--- config.mk ---
export PLATFORM = sky130hd
export DESIGN_NAME = vcxb_ram
export DESIGN_NICKNAME = d
export VERILOG_FILES = /design/src/sv/vcxb_ram.sv
export SDC_FILE = /design/constraint.sdc
export NUM_CORES = 2
export LEC_CHECK = 0
export ABC_CLOCK_PERIOD_IN_PS = 4900
export BUFFER_PORTS_ARGS = -buffer_cell sky130_fd_sc_hd__buf_2
export CAP_MARGIN = 40
export CORE_MARGIN = 5
export CORE_UTILIZATION = 63
export CTS_BUF_LIST = sky130_fd_sc_hd__clkbuf_2 sky130_fd_sc_hd__clkbuf_4 sky130_fd_sc_hd__clkbuf_8
export CTS_CLUSTER_SIZE = 25
export DETAILED_ROUTE_END_ITERATION = 8
export HOLD_SLACK_MARGIN = 0.15
export PLACE_DENSITY = 0.79
export SLEW_MARGIN = 0
export SYNTH_ARGS = -nofsm -noshare
export SYNTH_HDL_FRONTEND = slang
export SYNTH_SLANG_ARGS = --single-unit
--- constraint.sdc ---
create_clock -name clk -period 4.9 [get_ports clk]
set_input_delay 0.49 -clock clk [delete_from_list [all_inputs] [get_ports clk]]
set_output_delay 0.49 -clock clk [all_outputs]
set_load 0.1 [all_outputs]
--- src/sv/vcxb_ram.sv ---
// Generic single write port RAM with one registered read port.
`timescale 1ns / 1ps
module vcxb_ram #(
	parameter int WIDTH = 32,
	parameter int DEPTH = 128
) (
	input  logic                     clk,
	input  logic                     we,
	input  logic [$clog2(DEPTH)-1:0] waddr,
	input  logic [WIDTH-1:0]         wdata,
	input  logic [$clog2(DEPTH)-1:0] raddr,
	output logic [WIDTH-1:0]         rdata
);
	logic [WIDTH-1:0] mem_q [DEPTH];
	logic [WIDTH-1:0] rdata_q;

	always_ff @(posedge clk) begin
		if (we) mem_q[waddr] <= wdata;
		rdata_q <= mem_q[raddr];
	end

	assign rdata = rdata_q;
endmodule

==> out/summary.txt <==
Worst path max stage delay: 690 ps
Initial Utilization: 63.4%
Antenna Violating Nets Remaining: 0
Clock Skew: 45.7 ps
WP buf/inv: 5
Setup violators final: 0
Post-synth EDFFs: 4,096
Cell total after placement: 9,378
Final hold vios: 0
Slowest CP cell: mux4_2
Peak Freq: 277 MHz
1st-pass router iterations: 7
Slew HR: 31.0%
Grt ovf: 0
Latest clock arrival within the worst-skew pair: 1120 ps
CP startpoint kind: input port
CTS H-tree lvls: 6
Post-route non-filler standard cell count: 10,541
Syn Nets: 6,038
Worst hold path type: in -> reg
#FFs+latches synth: 4,128
Drc violations: 0
TritonCTS clock tree: built
Critical path class: in -> reg
Sequential cell area fraction in the yosys report: 79.1%
Post-synthesis compound-gate area fraction: 0%
Largest family of logic cells by synthesized area: multiplexers
Mux contribution to synthesized area: 19.6%
Post-Synth XOR/XNOR Area: 0%
Syn-to-layout area delta: 12.6%
Setup bufs post-CTS: 0
First-pass GRT wire length: 546 mm
R2R setup slack: 1730 ps
Synth top area share: 78.7%
Die area: 258,000 sq um
Final wirelength: 386 mm
Dominant cell type by area after synthesis: edfxtp_1
Synth top cells by count: edfxtp_1 (4,096), mux4_2 (1,344), clkbuf_1 (182)
First DRT Iteration DRCs: 11,501
CTS Sinks: 4,128
WHS Endpoint: rdata[23]
Peak VDD IR: 259 uV
Final GP Congestion: 0.844
Leak: 54.5 nW
Most common cell in the netlist: edfxtp_1
Largest net degree at the start of global routing: 81
Synth Area in Adders: 0%
Reg-to-reg startpoint: mem_q[3][0]
Syn_area_per_cell: 26.1 sq um
PD cells: 398 nW/um^2
I/O Pins: 80
Main synth FF type: edfxtp_1
Cell count after synthesis: 5,990
Count of input and output buffers: 79
Critical R2R Capture: rdata[0]
Simple-gate share of the synthesized area: 0.446%
Reg2reg path depth: 5
Syn. warnings: 0
Slew of the pin with the lowest slew margin: 1030 ps
Finished Cell Area: 176,000 sq um
Share of cells above drive strength 1: 39.3%
Outcome: finished, final reports clean
CP Data Required Time: 5910 ps
Die width: 508 um
All-Layer GR Usage: 30.4%
Vias in the first global route: 74,852
Min Tclk post-route: 3620 ps
Post-DP Area: 164,000 sq um
Detail Placement HPWL: 222 mm
Max Slew Vio Count: 0
Num CTS Buffers: 626
Worst-case clock buffer depth: 4
Smallest hold slack: 195 ps
Antenna violations before repair: 56
RSZ-0062 raised after global routing: false
Arr. time, crit path: 4620 ps
Min-delay src: raddr[6]
Post-synth ARST share: 0%
Critical path's top delay family: multiplexers
Post-synthesis cell type count: 17
Post-Syn Area: 156,000 sq um
Via count: 73,111
Max-Cap Viols: 0
Period utilisation layout: 73.8%
Setup tns final: 0 ps
Hold path depth: 3
Per-cell routed wire length: 36.6 um
Core ar.: 246,000 sq um
Nets@finish: 6,789
Reg clk slew, reported paths: 60 ps
Clock root buffer: clkbuf_8
DIE HEIGHT: 508 um
Row cnt: 182
Worst-path cell chain: buf_12 > buf_12 > buf_12 > buf_4 > mux4_2 > mux4_2 > mux4_2 > mux2_2 > dlygate4sd3_1
Via density per instance: 6.94
Critical path capture point type: register
Synth area leaders: edfxtp_1 (79%), mux4_2 (19%), clkbuf_1 (0.44%)
CP Max Fanout: 45
how the worst max path moves through the flow:
stage,slack (ps),cells past startpoint,endpoint,startpoint
after global placement,880,8,rdata[0],raddr[0]
after CTS,1410,9,rdata[0],raddr[0]
after floorplan,1170,3,mem_q[98][0],we
after detailed placement,750,8,rdata[0],raddr[0]
after global routing,1300,9,rdata[0],raddr[0]
final,1280,9,rdata[0],raddr[0]
final cells by class:
type,count,area [sq um]
flip-flops and latches,4128,124000
fillers,12863,70500
multi-input cells,1546,32300
clock buffers,836,10300
well taps,3312,4140
repair buffers,439,4120
clock inverters,243,1310
diodes,37,92.6
power breakdown:
| group | total [W] | switching (W) | internal [W] |
|---|---|---|---|
| Sequential | 0.0392 | 0.000149 | 0.0390 |
| Combinational | 0.00409 | 0.00260 | 0.00148 |
| Clock | 0.0267 | 0.0126 | 0.0141 |
| Total | 0.0699 | 0.0153 | 0.0546 |
per-stage QoR:
| stage | setup slack, ps | utilization (%) | total power (W) |
|---|---|---|---|
| CTS | 1410 | 71.3 | 0.0702 |
| floorplan | 1170 | - | 0.0420 |
| global route | 1300 | 71.4 | 0.0722 |
| finish | 1280 | 71.4 | 0.0699 |
| detailed placement | 746 | 66.4 | 0.0439 |
| global placement | 879 | 66.4 | 0.0438 |
sequential cells by signal, indices dropped and copies added (netlist names):
| name | flops |
|---|---|
| mem_q | 4096 |
| rdata | 32 |
cell usage in the layout (no fill, tap or decap):
cell type | synthesis | final
edfxtp_1 | 4096 | 4096
dlygate4sd3_1 | 0 | 44
buf_6 | 2 | 2
buf_4 | 3 | 286
nand2b_1 | 2 | 2
clkinvlp_4 | 0 | 18
mux4_2 | 1344 | 1344
clkbuf_4 | 0 | 187
dfxtp_1 | 32 | 32
buf_2 | 79 | 41
inv_6 | 0 | 5
nand3_1 | 12 | 8
buf_16 | 0 | 1
buf_12 | 0 | 60
nor2b_1 | 7 | 7
bufinv_16 | 0 | 9
nor2_4 | 0 | 119
nand4_1 | 3 | 3
mux2_2 | 32 | 32
clkbuf_8 | 0 | 649
diode_2 | 0 | 37
buf_8 | 0 | 5
nor2_1 | 122 | 3
clkinv_1 | 0 | 155
nand3_2 | 0 | 4
clkinv_2 | 0 | 56
or3_1 | 1 | 1
nand2_1 | 14 | 14
nor3_2 | 0 | 9
worst reg2reg max path: cells and delay by family (launching register included):
kind                   cells  cell delay, ps
multiplexers               4            2130
flip-flops                 1             400
buffers and inverters      1             550
layer usage:
metal	routed length (um)	vias up	GRT usage, %
li1	-	27993	-
met3	54800	797	8.49
met2	186000	5921	47.0
met5	123	-	0
met1	129000	38378	42.3
met4	16600	22	12.3
cells by family (layout without fill, tap and decap cells):
kind of cell | count (synthesis) | after routing
buffers and inverters | 316 | 1518
flip-flops | 4128 | 4128
multiplexers | 1376 | 1376
other | 0 | 37
AND/OR/NAND/NOR | 170 | 170
what timing repair did:
| action | 4_1_cts | 5_1_grt |
|---|---|---|
| hold endpoints to repair | 2078 | 16 |
| endpoints found under the setup margin | 0 | 0 |
| hold buffers | 42 | 2 |
| resized for setup | 0 | 0 |
Power figures use the tool's default switching activity.
